[src/rtl/i2cm_pkg.sv]
package i2cm_pkg;

    // Opcodes on the input stream (tuser)
    localparam logic [1:0] OP_TICK  = 2'd0;
    localparam logic [1:0] OP_START = 2'd1;
    localparam logic [1:0] OP_WBYTE = 2'd2;

    localparam int S_TDATA_W = 24;
    localparam int M_TDATA_W = 16;
    localparam int QUEUE_DEPTH = 2;

    localparam logic [7:0] SHIFT_IDLE = 8'hff;

    typedef enum logic [1:0] {
        CMD_TICK,
        CMD_START,
        CMD_WBYTE,
        CMD_NOP
    } cmd_kind_t;

    // Classified command handed from the front queue to the bus engine
    typedef struct packed {
        cmd_kind_t  kind;
        logic [7:0] data_byte;
        logic [7:0] length;     // zero already mapped to one
        logic       scl_in;
        logic       sda_in;
    } cmd_t;

    typedef enum logic [4:0] {
        PH_IDLE     = 5'd0,
        PH_HELD     = 5'd1,
        PH_ST_WAIT  = 5'd2,
        PH_ST_HOLD  = 5'd3,
        PH_ST_SDA   = 5'd4,
        PH_BIT_LOW  = 5'd5,
        PH_BIT_WAIT = 5'd6,
        PH_BIT_HIGH = 5'd7,
        PH_WANT     = 5'd8,
        PH_SP_LOW   = 5'd9,
        PH_SP_WAIT  = 5'd10,
        PH_SP_HOLD  = 5'd11,
        PH_SP_END   = 5'd12
    } phase_t;

    // Result word, last member in the lowest bits
    typedef struct packed {
        logic       error;
        logic       done_res;
        logic       busy_res;
        logic [7:0] read_data;
        logic       read_valid;
        logic       want_byte;
        logic       sda_drive_low;
        logic       scl_drive_low;
    } res_t;

    // SDA drive for the current bit slot: data bits, then the acknowledge slot
    function automatic logic bit_sda_low(input logic [3:0] bit_count,
                                         input logic       msb,
                                         input logic       writing,
                                         input logic [7:0] bytes_left);
        logic low;
        if (bit_count < 4'd8)
            low = writing & ~msb;
        else if (writing)
            low = 1'b0;
        else
            low = (bytes_left != 8'd1);
        return low;
    endfunction

endpackage

[src/rtl/i2cm_front.sv]
module i2cm_front (
    input  logic                              clk,
    input  logic                              rst_n,
    input  logic                              s_tvalid,
    output logic                              s_tready,
    input  logic [i2cm_pkg::S_TDATA_W-1:0]    s_tdata,
    input  logic [1:0]                        s_tuser,
    output logic                              cmd_valid,
    input  logic                              cmd_ready,
    output i2cm_pkg::cmd_t                    cmd
);
    import i2cm_pkg::*;

    cmd_t       entry_mem [QUEUE_DEPTH];
    logic       wr_ptr_reg, wr_ptr_next;
    logic       rd_ptr_reg, rd_ptr_next;
    logic [1:0] count_reg, count_next;
    cmd_t       cmd_in;
    logic       push, pop;

    // Classify the incoming transaction
    always_comb
    begin
        cmd_in.data_byte = s_tdata[7:0];
        cmd_in.length    = (s_tdata[15:8] == 8'd0) ? 8'd1 : s_tdata[15:8];
        cmd_in.scl_in    = s_tdata[16];
        cmd_in.sda_in    = s_tdata[17];
        case (s_tuser)
            OP_TICK:  cmd_in.kind = CMD_TICK;
            OP_START: cmd_in.kind = CMD_START;
            OP_WBYTE: cmd_in.kind = CMD_WBYTE;
            default:  cmd_in.kind = CMD_NOP;
        endcase
    end

    assign s_tready  = (count_reg != 2'(QUEUE_DEPTH));
    assign cmd_valid = (count_reg != 2'd0);
    assign push      = s_tvalid && s_tready;
    assign pop       = cmd_valid && cmd_ready;
    assign cmd       = entry_mem[rd_ptr_reg];

    always_comb
    begin
        wr_ptr_next = push ? ~wr_ptr_reg : wr_ptr_reg;
        rd_ptr_next = pop ? ~rd_ptr_reg : rd_ptr_reg;
        count_next  = count_reg + {1'b0, push} - {1'b0, pop};
    end

    always_ff @(posedge clk)
    begin
        if (push)
            entry_mem[wr_ptr_reg] <= cmd_in;
    end

    always_ff @(posedge clk or negedge rst_n)
    begin
        if (!rst_n)
        begin
            wr_ptr_reg <= 1'b0;
            rd_ptr_reg <= 1'b0;
            count_reg  <= 2'd0;
        end
        else
        begin
            wr_ptr_reg <= wr_ptr_next;
            rd_ptr_reg <= rd_ptr_next;
            count_reg  <= count_next;
        end
    end

    a_count_range: assert property (@(posedge clk) disable iff (!rst_n)
        count_reg <= 2'(QUEUE_DEPTH))
        else $error("queue count out of range");

    a_ptr_gap: assert property (@(posedge clk) disable iff (!rst_n)
        (count_reg == 2'd1) |-> (wr_ptr_reg != rd_ptr_reg))
        else $error("queue pointers disagree with count");

    a_no_push_full: assert property (@(posedge clk) disable iff (!rst_n)
        (count_reg == 2'(QUEUE_DEPTH)) && !pop |=> (count_reg == 2'(QUEUE_DEPTH)))
        else $error("full queue changed without a pop");

endmodule

[src/rtl/i2cm_engine.sv]
module i2cm_engine (
    input  logic                          clk,
    input  logic                          rst_n,
    input  logic                          cmd_valid,
    output logic                          cmd_ready,
    input  i2cm_pkg::cmd_t                cmd,
    output logic                          m_tvalid,
    input  logic                          m_tready,
    output i2cm_pkg::res_t                res
);
    import i2cm_pkg::*;

    phase_t     phase_reg, phase_next;
    logic [3:0] bit_count_reg, bit_count_next;
    logic [7:0] bytes_left_reg, bytes_left_next;
    logic [7:0] shift_reg, shift_next;
    logic       read_mode_reg, read_mode_next;
    logic       address_sent_reg, address_sent_next;
    logic       m_tvalid_reg, m_tvalid_next;
    res_t       res_reg, res_next;
    logic       take;
    logic       writing, writing_next, sda_bit;

    assign cmd_ready = !m_tvalid_reg || m_tready;
    assign take      = cmd_valid && cmd_ready;
    assign writing   = !address_sent_reg || !read_mode_reg;

    always_comb
    begin
        phase_next        = phase_reg;
        bit_count_next    = bit_count_reg;
        bytes_left_next   = bytes_left_reg;
        shift_next        = shift_reg;
        read_mode_next    = read_mode_reg;
        address_sent_next = address_sent_reg;
        res_next          = '0;

        case (cmd.kind)
            CMD_START:
            begin
                if (phase_reg == PH_IDLE || phase_reg == PH_HELD)
                begin
                    shift_next        = cmd.data_byte;
                    read_mode_next    = cmd.data_byte[0];
                    bytes_left_next   = cmd.length;
                    address_sent_next = 1'b0;
                    bit_count_next    = 4'd0;
                    phase_next        = PH_ST_WAIT;
                end
            end
            CMD_WBYTE:
            begin
                if (phase_reg == PH_WANT)
                begin
                    shift_next     = cmd.data_byte;
                    bit_count_next = 4'd0;
                    phase_next     = PH_BIT_LOW;
                end
            end
            CMD_TICK:
            begin
                case (phase_reg)
                    PH_ST_WAIT:  if (cmd.scl_in) phase_next = PH_ST_HOLD;
                    PH_ST_HOLD:  phase_next = PH_ST_SDA;
                    PH_ST_SDA:
                    begin
                        bit_count_next = 4'd0;
                        phase_next     = PH_BIT_LOW;
                    end
                    PH_BIT_LOW:  phase_next = PH_BIT_WAIT;
                    PH_BIT_WAIT: if (cmd.scl_in) phase_next = PH_BIT_HIGH;
                    PH_BIT_HIGH:
                    begin
                        if (bit_count_reg < 4'd8)
                        begin
                            // shift in, MSB first
                            shift_next = {shift_reg[6:0], cmd.sda_in};
                            if (bit_count_reg == 4'd7 && !writing)
                            begin
                                res_next.read_valid = 1'b1;
                                res_next.read_data  = shift_next;
                            end
                            bit_count_next = bit_count_reg + 4'd1;
                            phase_next     = PH_BIT_LOW;
                        end
                        else
                        begin
                            bit_count_next = 4'd0;
                            if (writing && cmd.sda_in)
                            begin
                                // NACK on a written byte: abort, hold SCL low
                                res_next.done_res = 1'b1;
                                res_next.error    = 1'b1;
                                bytes_left_next   = 8'd0;
                                phase_next        = PH_HELD;
                            end
                            else
                            begin
                                if (writing)
                                    address_sent_next = 1'b1;
                                bytes_left_next = bytes_left_reg - 8'd1;
                                if (bytes_left_next == 8'd0)
                                    phase_next = PH_SP_LOW;
                                else if (!read_mode_reg)
                                    phase_next = PH_WANT;
                                else
                                begin
                                    shift_next = SHIFT_IDLE;
                                    phase_next = PH_BIT_LOW;
                                end
                            end
                        end
                    end
                    PH_SP_LOW:   phase_next = PH_SP_WAIT;
                    PH_SP_WAIT:  if (cmd.scl_in) phase_next = PH_SP_HOLD;
                    PH_SP_HOLD:  phase_next = PH_SP_END;
                    PH_SP_END:
                    begin
                        phase_next        = PH_IDLE;
                        res_next.done_res = 1'b1;
                    end
                    default: phase_next = phase_reg;
                endcase
            end
            default: phase_next = phase_reg;
        endcase

        // Line drive follows the updated phase
        writing_next = !address_sent_next || !read_mode_next;
        sda_bit = bit_sda_low(bit_count_next, shift_next[7], writing_next, bytes_left_next);
        case (phase_next)
            PH_HELD:     res_next.scl_drive_low = 1'b1;
            PH_ST_SDA:   res_next.sda_drive_low = 1'b1;
            PH_BIT_LOW:
            begin
                res_next.scl_drive_low = 1'b1;
                res_next.sda_drive_low = sda_bit;
            end
            PH_BIT_WAIT,
            PH_BIT_HIGH: res_next.sda_drive_low = sda_bit;
            PH_WANT:     res_next.scl_drive_low = 1'b1;
            PH_SP_LOW:
            begin
                res_next.scl_drive_low = 1'b1;
                res_next.sda_drive_low = 1'b1;
            end
            PH_SP_WAIT,
            PH_SP_HOLD:  res_next.sda_drive_low = 1'b1;
            default:     res_next.scl_drive_low = 1'b0;
        endcase
        res_next.want_byte = (phase_next == PH_WANT);
        res_next.busy_res  = (phase_next >= PH_ST_WAIT);

        m_tvalid_next = take || (m_tvalid_reg && !m_tready);
    end

    always_ff @(posedge clk or negedge rst_n)
    begin
        if (!rst_n)
        begin
            phase_reg        <= PH_IDLE;
            bit_count_reg    <= 4'd0;
            bytes_left_reg   <= 8'd0;
            shift_reg        <= SHIFT_IDLE;
            read_mode_reg    <= 1'b0;
            address_sent_reg <= 1'b0;
            m_tvalid_reg     <= 1'b0;
        end
        else
        begin
            m_tvalid_reg <= m_tvalid_next;
            if (take)
            begin
                phase_reg        <= phase_next;
                bit_count_reg    <= bit_count_next;
                bytes_left_reg   <= bytes_left_next;
                shift_reg        <= shift_next;
                read_mode_reg    <= read_mode_next;
                address_sent_reg <= address_sent_next;
            end
        end
    end

    always_ff @(posedge clk)
    begin
        if (take)
            res_reg <= res_next;
    end

    assign m_tvalid = m_tvalid_reg;
    assign res      = res_reg;

    a_err_with_done: assert property (@(posedge clk) disable iff (!rst_n)
        m_tvalid_reg && res_reg.error |-> res_reg.done_res)
        else $error("error flagged without done");

    a_bit_range: assert property (@(posedge clk) disable iff (!rst_n)
        bit_count_reg <= 4'd8)
        else $error("bit counter past acknowledge slot");

    a_want_clean: assert property (@(posedge clk) disable iff (!rst_n)
        (phase_reg == PH_WANT) |-> (bit_count_reg == 4'd0) && !read_mode_reg)
        else $error("waiting for write byte in a bad state");

    a_cmd_no_timing: assert property (@(posedge clk) disable iff (!rst_n)
        take && (cmd.kind != CMD_TICK) && (phase_reg != PH_IDLE)
        && (phase_reg != PH_HELD) && (phase_reg != PH_WANT)
        |=> (phase_reg == $past(phase_reg)))
        else $error("non-tick command moved bus timing");

    a_read_in_read_mode: assert property (@(posedge clk) disable iff (!rst_n)
        m_tvalid_reg && res_reg.read_valid |-> read_mode_reg)
        else $error("read byte reported in write transaction");

endmodule

[src/rtl/i2c_master_transaction.sv]
// I2C master transaction engine driven by quarter-bit ticks.
//
// Input stream (s_*): one transaction per command. s_tuser carries the opcode
// (tick, start, supply write byte); s_tdata carries the address or write byte,
// the byte count (address included, zero counts as one) and the sampled SCL and
// SDA levels. Every input transaction yields exactly one result transaction on
// the output stream (m_*): open-drain drive levels for SCL/SDA, a request for the
// next write byte, a received read byte, and busy/done/error status.
//
// Path: an accepted input passes through the two-entry command queue and then
// the bus engine's output register before its result appears.
// Throughput: one transaction per clock while m_tready stays high; the queue
// keeps s_tready high while a result waits, until it holds two commands.
//
// Reset: the engine returns to idle; the queue empties.
// When the receiver stalls (m_tready low) the engine holds its result and state,
// the queue fills up to two commands, and then s_tready drops.
module i2c_master_transaction (
    input  logic        clk,
    input  logic        rst_n,
    input  logic        s_tvalid,
    output logic        s_tready,
    // [7:0] data_byte, [15:8] length, [16] scl_in, [17] sda_in, [23:18] zero
    input  logic [23:0] s_tdata,
    // [1:0] opcode
    input  logic [1:0]  s_tuser,
    output logic        m_tvalid,
    input  logic        m_tready,
    // [0] scl_drive_low, [1] sda_drive_low, [2] want_byte, [3] read_valid,
    // [11:4] read_data, [12] busy_res, [13] done_res, [14] error, [15] zero
    output logic [15:0] m_tdata
);
    import i2cm_pkg::*;

    cmd_t cmd;
    logic cmd_valid;
    logic cmd_ready;
    res_t res;

    // Front: classify commands and buffer them
    i2cm_front u_front (
        .clk       (clk),
        .rst_n     (rst_n),
        .s_tvalid  (s_tvalid),
        .s_tready  (s_tready),
        .s_tdata   (s_tdata),
        .s_tuser   (s_tuser),
        .cmd_valid (cmd_valid),
        .cmd_ready (cmd_ready),
        .cmd       (cmd)
    );

    // Back: bus sequencer with registered result
    i2cm_engine u_engine (
        .clk       (clk),
        .rst_n     (rst_n),
        .cmd_valid (cmd_valid),
        .cmd_ready (cmd_ready),
        .cmd       (cmd),
        .m_tvalid  (m_tvalid),
        .m_tready  (m_tready),
        .res       (res)
    );

    // Pad the result word up to whole bytes
    assign m_tdata = {1'b0, res};

endmodule
[config.mk]
export PLATFORM = sky130hd
export DESIGN_NAME = i2c_master_transaction
export DESIGN_NICKNAME = d
export VERILOG_FILES = /design/src/rtl/i2cm_pkg.sv /design/src/rtl/i2cm_front.sv /design/src/rtl/i2cm_engine.sv /design/src/rtl/i2c_master_transaction.sv
export SDC_FILE = /design/constraint.sdc
export NUM_CORES = 1
export LEC_CHECK = 0
export ABC_CLOCK_PERIOD_IN_PS = 3200
export BUFFER_PORTS_ARGS = -buffer_cell sky130_fd_sc_hd__buf_2
export CAP_MARGIN = 10
export CORE_UTILIZATION = 40
export CTS_BUF_LIST = sky130_fd_sc_hd__clkbuf_16
export CTS_CLUSTER_DIAMETER = 40
export DETAILED_ROUTE_END_ITERATION = 10
export GPL_TIMING_DRIVEN = 0
export HOLD_SLACK_MARGIN = 0.05
export PLACE_DENSITY_LB_ADDON = 0.2
export SKIP_LAST_GASP = 1
export SLEW_MARGIN = 15
export SYNTH_ARGS = -nofsm -noshare
export SYNTH_HDL_FRONTEND = slang
export SYNTH_SLANG_ARGS = --single-unit
[constraint.sdc]
create_clock -name clk -period 3.2 [get_ports clk]
set_input_delay 0.32 -clock clk [delete_from_list [all_inputs] [get_ports clk]]
set_output_delay 0.32 -clock clk [all_outputs]
set_load 0.01 [all_outputs]
# [Yosys cells after proc, flatten, opt, wreduce, memory -nomap -nowiden]
# Memory sizes are Yosys's and may differ from the RTL's.
# Cells that the tools add are included.
[op_classes] addsub=4 magnitude_cmp=3 eq_ne=34 n_mux=49 bitwise=6 n_reduce_logical=31
[ops] cell="8-bit two-way mux" count=12
[ops] cell="5-bit one-hot mux with 10 select lines" count=1
[ops] cell="5-bit by 4-bit == test with 1-bit output (second input constant)" count=9
[ops] cell="5-bit by 3-bit == test with 1-bit output (second input constant)" count=8
[ops] cell="5-bit two-way mux" count=8
[ops] cell="8-bit one-hot mux with 3 select lines" count=1
[ops] cell="8-bit zero test" count=2
[ops] cell="4-bit two-way mux" count=4
[ops] cell="8-bit one-hot mux with 2 select lines" count=1
[ops] cell="5-bit one-hot mux with 3 select lines" count=1
[ops] cell="1-bit two-way mux" count=14
[ops] cell="4-bit one-hot mux with 3 select lines" count=1
[ops] cell="5-bit by 1-bit == test with 1-bit output (second input constant)" count=2
[ops] cell="5-bit by 2-bit == test with 1-bit output (second input constant)" count=2
[ops] cell="4-bit less-than comparator (second input constant)" count=2
[ops] cell="8-bit by 1-bit inequality test with 1-bit output (second input constant)" count=1
[ops] cell="4-bit one-hot mux with 2 select lines" count=1
[ops] cell="8-bit AND reduction" count=1
[ops] cell="4-bit OR reduction" count=2
[ops] cell="8-bit by 1-bit subtractor with 8-bit output (second input constant)" count=1
[ops] cell="1-bit zero test" count=7
[ops] cell="2-bit by 1-bit inequality test with 1-bit output (second input constant)" count=3
[ops] cell="3-bit by 2-bit inequality test with 1-bit output (second input constant)" count=2
[ops] cell="1-bit one-hot mux with 2 select lines" count=3
[ops] cell="22 further kinds" count=38
[totals] reg_bits=47 mem_bits_rw=40 in_bits=30 output_inout_bits=18 mem_count=1
[memory_table] memory="u_front.entry_mem" words=2 width=20 rd=1 rd_ports_with_merged_regs=0 wr=1 line_no="i2cm_front.sv:14" text="cmd_t entry_mem [QUEUE_DEPTH];"

# [Logic depth before layout (Yosys ltp)]
[depth] word_depth=12 ltp_mapped=12

# [Hierarchy]
# Synthesis repeated with hierarchy kept, for this count alone.
[hier_totals] hier_cells=425 hier_area_um2=4510.6
[by_module_without_submodules] mod="i2cm_engine" n_inst=1 cells_per_inst=327 area_each_um2=2777.7 seq_area_each_um2=1161.1
[by_module_without_submodules] mod="i2cm_front" n_inst=1 cells_per_inst=96 area_each_um2=1721.7 seq_area_each_um2=1301.2
[by_module_without_submodules] mod="i2c_master_transaction" n_inst=1 cells_per_inst=2 area_each_um2=11.3 seq_area_each_um2=0.0

# [Worst setup path after synthesis]
# OpenSTA, ideal clock, no wires.
[synth_path] kind="flip-flop to flip-flop" start="register u_engine.bytes_left_reg[0]" end="register u_engine.res_reg (netlist bit u_engine.res[1]) (data pin)" setup_time_ns=0.267 arrival_ns=2.261 setup_slack_ns=0.672 path_stages_with_launch=11 cell_sequence="dfrtp_1 -> clkbuf_1 -> inv_1 -> ha_1 -> and3_1 -> o211ai_1 -> o211ai_1 -> a311oi_1 -> nor2_1 -> mux2i_1 -> o22ai_1"
[synth_lines] item="from (decl)" line_no="i2cm_engine.sv:15" text="logic [7:0] bytes_left_reg, bytes_left_next;"
[synth_lines] item="from (signal assigned)" line_no="i2cm_engine.sv:176" text="bytes_left_reg <= bytes_left_next;"
[synth_lines] item="to (signal assigned)" line_no="i2cm_engine.sv:187" text="res_reg <= res_next;"
[synth_lines] item="to (decl)" line_no="i2cm_engine.sv:20" text="res_t res_reg, res_next;"

==> flow_summary.toml <==
[setup_path]
crit_arrival_ns = 3.11
worstPathMaxFanout = 10
reg2reg_slack_ns = 0.17
cp.required_ns = 3.28
start_kind = "flip-flop"
critPathKind = "flip-flop to flip-flop"
critPathCaptureType = "flip-flop"

[placement]
dp_cells = 598
placed_area_mm2 = 0.004933
place_congestion = 0.8801
port_buffers = 38
place.detailed.hpwl_um = 7376

[worst_hold_path]
hold_path_class = "primary input to async pin"

[cells_and_area]
nFillCells = 1007
final_layout_size_suffix_gt1_frac = 0.2110
fin_util = 0.4758
fin_cells = 614
largest_reg_flops = 40
antenna_cells = 0
area_growth_syn_to_layout_pct = 14.88
fin_nets = 504
design_area_mm2 = 0.005226

[timing]
final_hold_viol_count = 0
fin_crit_ns = 3.026
slew_headroom = 0.2661
fin_crit_sh = 0.9457
whs_ns = 0.05706
rsz0062_at_grt = "no"
drv_slew = 0
tightest_slew_ns = 1.101
skew_ns = 0.005493
setup_viol = 0
fmax_ghz = 0.3304

[global_route]
met1_usage = 0.2628
grt_first_pass_wirelength_um = 16580
grt_most_used_layer = "met2"
grt_usage = 0.1889
grt_max_degree = 33
grt_pass1_vias = 3271
antenna_found_initial = 0
globalRouteOverflowTotal = 0
use_met2 = 0.2875
met3_usage = 0.03288

[cts]
cts-root-buf = "clkbuf_16"
cts.sinks = 87
htreeDepth = 3
postCtsSetupBuffers = 0
cts_tree = "yes"
clk_path_buf_depth = 2
cts_made_buffers = 9
clk_pin_slew_worst_paths_ns = 0.06
cts_hold_buf = 0
clock_latency_ns = 0.35

[power]
ir_worst_vdd_v = 0.0005103
powerDensity_mw_per_mm2 = 945.5
power.leakage_nw = 2.022
finalPower_mw = 4.941

[synth]
yosysSeqAreaShare = 0.5413
synth_top_area_cell = "edfxtp_1"
async_reset_ff_frac = 0.3678
yosysMostFrequentCell = "edfxtp_1"
ys_warn_count = 0
avgSynthCellArea_um2 = 10.86
ys_types = 66
synth-seq-cells = 87
synth_edf_count = 55
synth.top_cells.by_count = "55 x edfxtp_1, 33 x nor2_1, 29 x nand2_1"
synth.area.top_cells = "edfxtp_1 36%, dfrtp_1 13%, dfstp_2 4.6%"
synth_top_area_share = 0.3630
synthFlopType = "edfxtp_1"
synthesis.nets = 454
syn-cell-area_mm2 = 0.004549
postSynthCellCount = 419

[run]
drv_cap = 0

[status]
status = "finished clean"

[floorplan]
ioPinCount = 48
die-width_um = 108.6
initial_utilization = 0.4142
die_y_um = 108.6
dieArea_mm2 = 0.01180
rows = 38
core_mm2 = 0.01098

[route]
viasPerCell = 5.619
drc = 0
drtIter0Drc = 238
postRouteAntennaNets = 0
wirelength_um = 10470
routedWlPerCell_um = 17.05
vias = 3450
first_pass_iters = 5
-- where the power goes --
part | internal, mW | leakage (nW) | total, mW | switching, mW
logic | 0.855 | 0.985 | 2.16 | 1.30
registers | 1.63 | 0.907 | 1.82 | 0.189
clock network | 0.527 | 0.129 | 0.964 | 0.438
-- critical path: stages (launching register included) --
cell and delay, ns:
dfrtp_1 0.42, clkbuf_2 0.21, inv_1 0.11, ha_1 0.31
nor4b_2 0.39, a221oi_1 0.15, o21ai_0 0.20, a31oi_1 0.16
a2111oi_2 0.33, nand4b_1 0.20, a2bb2oi_2 0.19, o22ai_1 0.08
-- path summary, 6_finish.rpt --
kind | start | end | cells past startpoint
setup reg to reg | u_engine.bytes_left_reg[0] | u_engine.res[1] | 11
max in group asynchronous | rst_n | u_engine.bit_count_reg[1] | 1
setup / recovery | u_engine.bytes_left_reg[0] | u_engine.res[1] | 11
hold reg to reg | u_front.count_reg[0] | u_engine.m_tvalid | 2
hold / removal | rst_n | u_engine.bytes_left_reg[7] | 1
min in group clk | s_tdata[2] | u_front.entry_mem[0][12] | 1
-- cells in the final DEF, fill, tap and decap left out, types with 11 or more instances in the layout --
| cell | count |
|---|---|
| a21oi_1 | 22 |
| and2_1 | 11 |
| buf_2 | 46 |
| clkbuf_1 | 20 |
| dfrtp_1 | 24 |
| edfxtp_1 | 55 |
| inv_1 | 15 |
| mux2_2 | 11 |
| mux2i_1 | 16 |
| nand2_1 | 29 |
| nor2_1 | 32 |
| nor3_1 | 14 |
| o21ai_0 | 21 |
-- routing by layer --
layer  share of wire  wire length (um)  vias up
met5               0                 0        -
met4           0.024               254        0
met3           0.052               544       21
met2            0.45              4753      115
met1            0.47              4918     1653
li1                -                 -     1661
-- stage by stage --
step | setup TNS, ns | worst slack, ns
2_1_floorplan | 0 | 0.6718
4_1_cts | 0 | 0.002176
6_report | 0 | 0.1738
5_1_grt | 0 | 0.07366
3_5_place_dp | -0.04914 | -0.04914
3_3_place_gp | -0.2228 | -0.1426
-- logic make-up after synthesis --
family	count (synthesis)	synth area share
flops	87	0.5413
mux	29	0.06848
simple gates	132	0.1488
xor+xnor	6	0.01155
fa+ha+maj	5	0.01375
buf+inv	48	0.04428
other cells	1	0.0008243
compound gates	111	0.1711
-- layout make-up --
| class | count | area [um2] | share of cell area |
|---|---|---|---|
| sequential | 87 | 2462 | 0.4712 |
| multi-input combinational | 284 | 1907 | 0.3649 |
| clock buffer | 9 | 225.2 | 0.04309 |
| timing repair buffer | 39 | 205.2 | 0.03926 |
| tap | 140 | 175.2 | 0.03352 |
| buffer | 33 | 147.6 | 0.02825 |
| inverter | 15 | 56.30 | 0.01077 |
| clock inverter | 7 | 47.55 | 0.009097 |
-- timing repair --
action,4_1_cts,5_1_grt
resized for setup,1,4
setup endpoints to repair,1,6
cloned,0,0
Power figures use the tool's default switching activity.
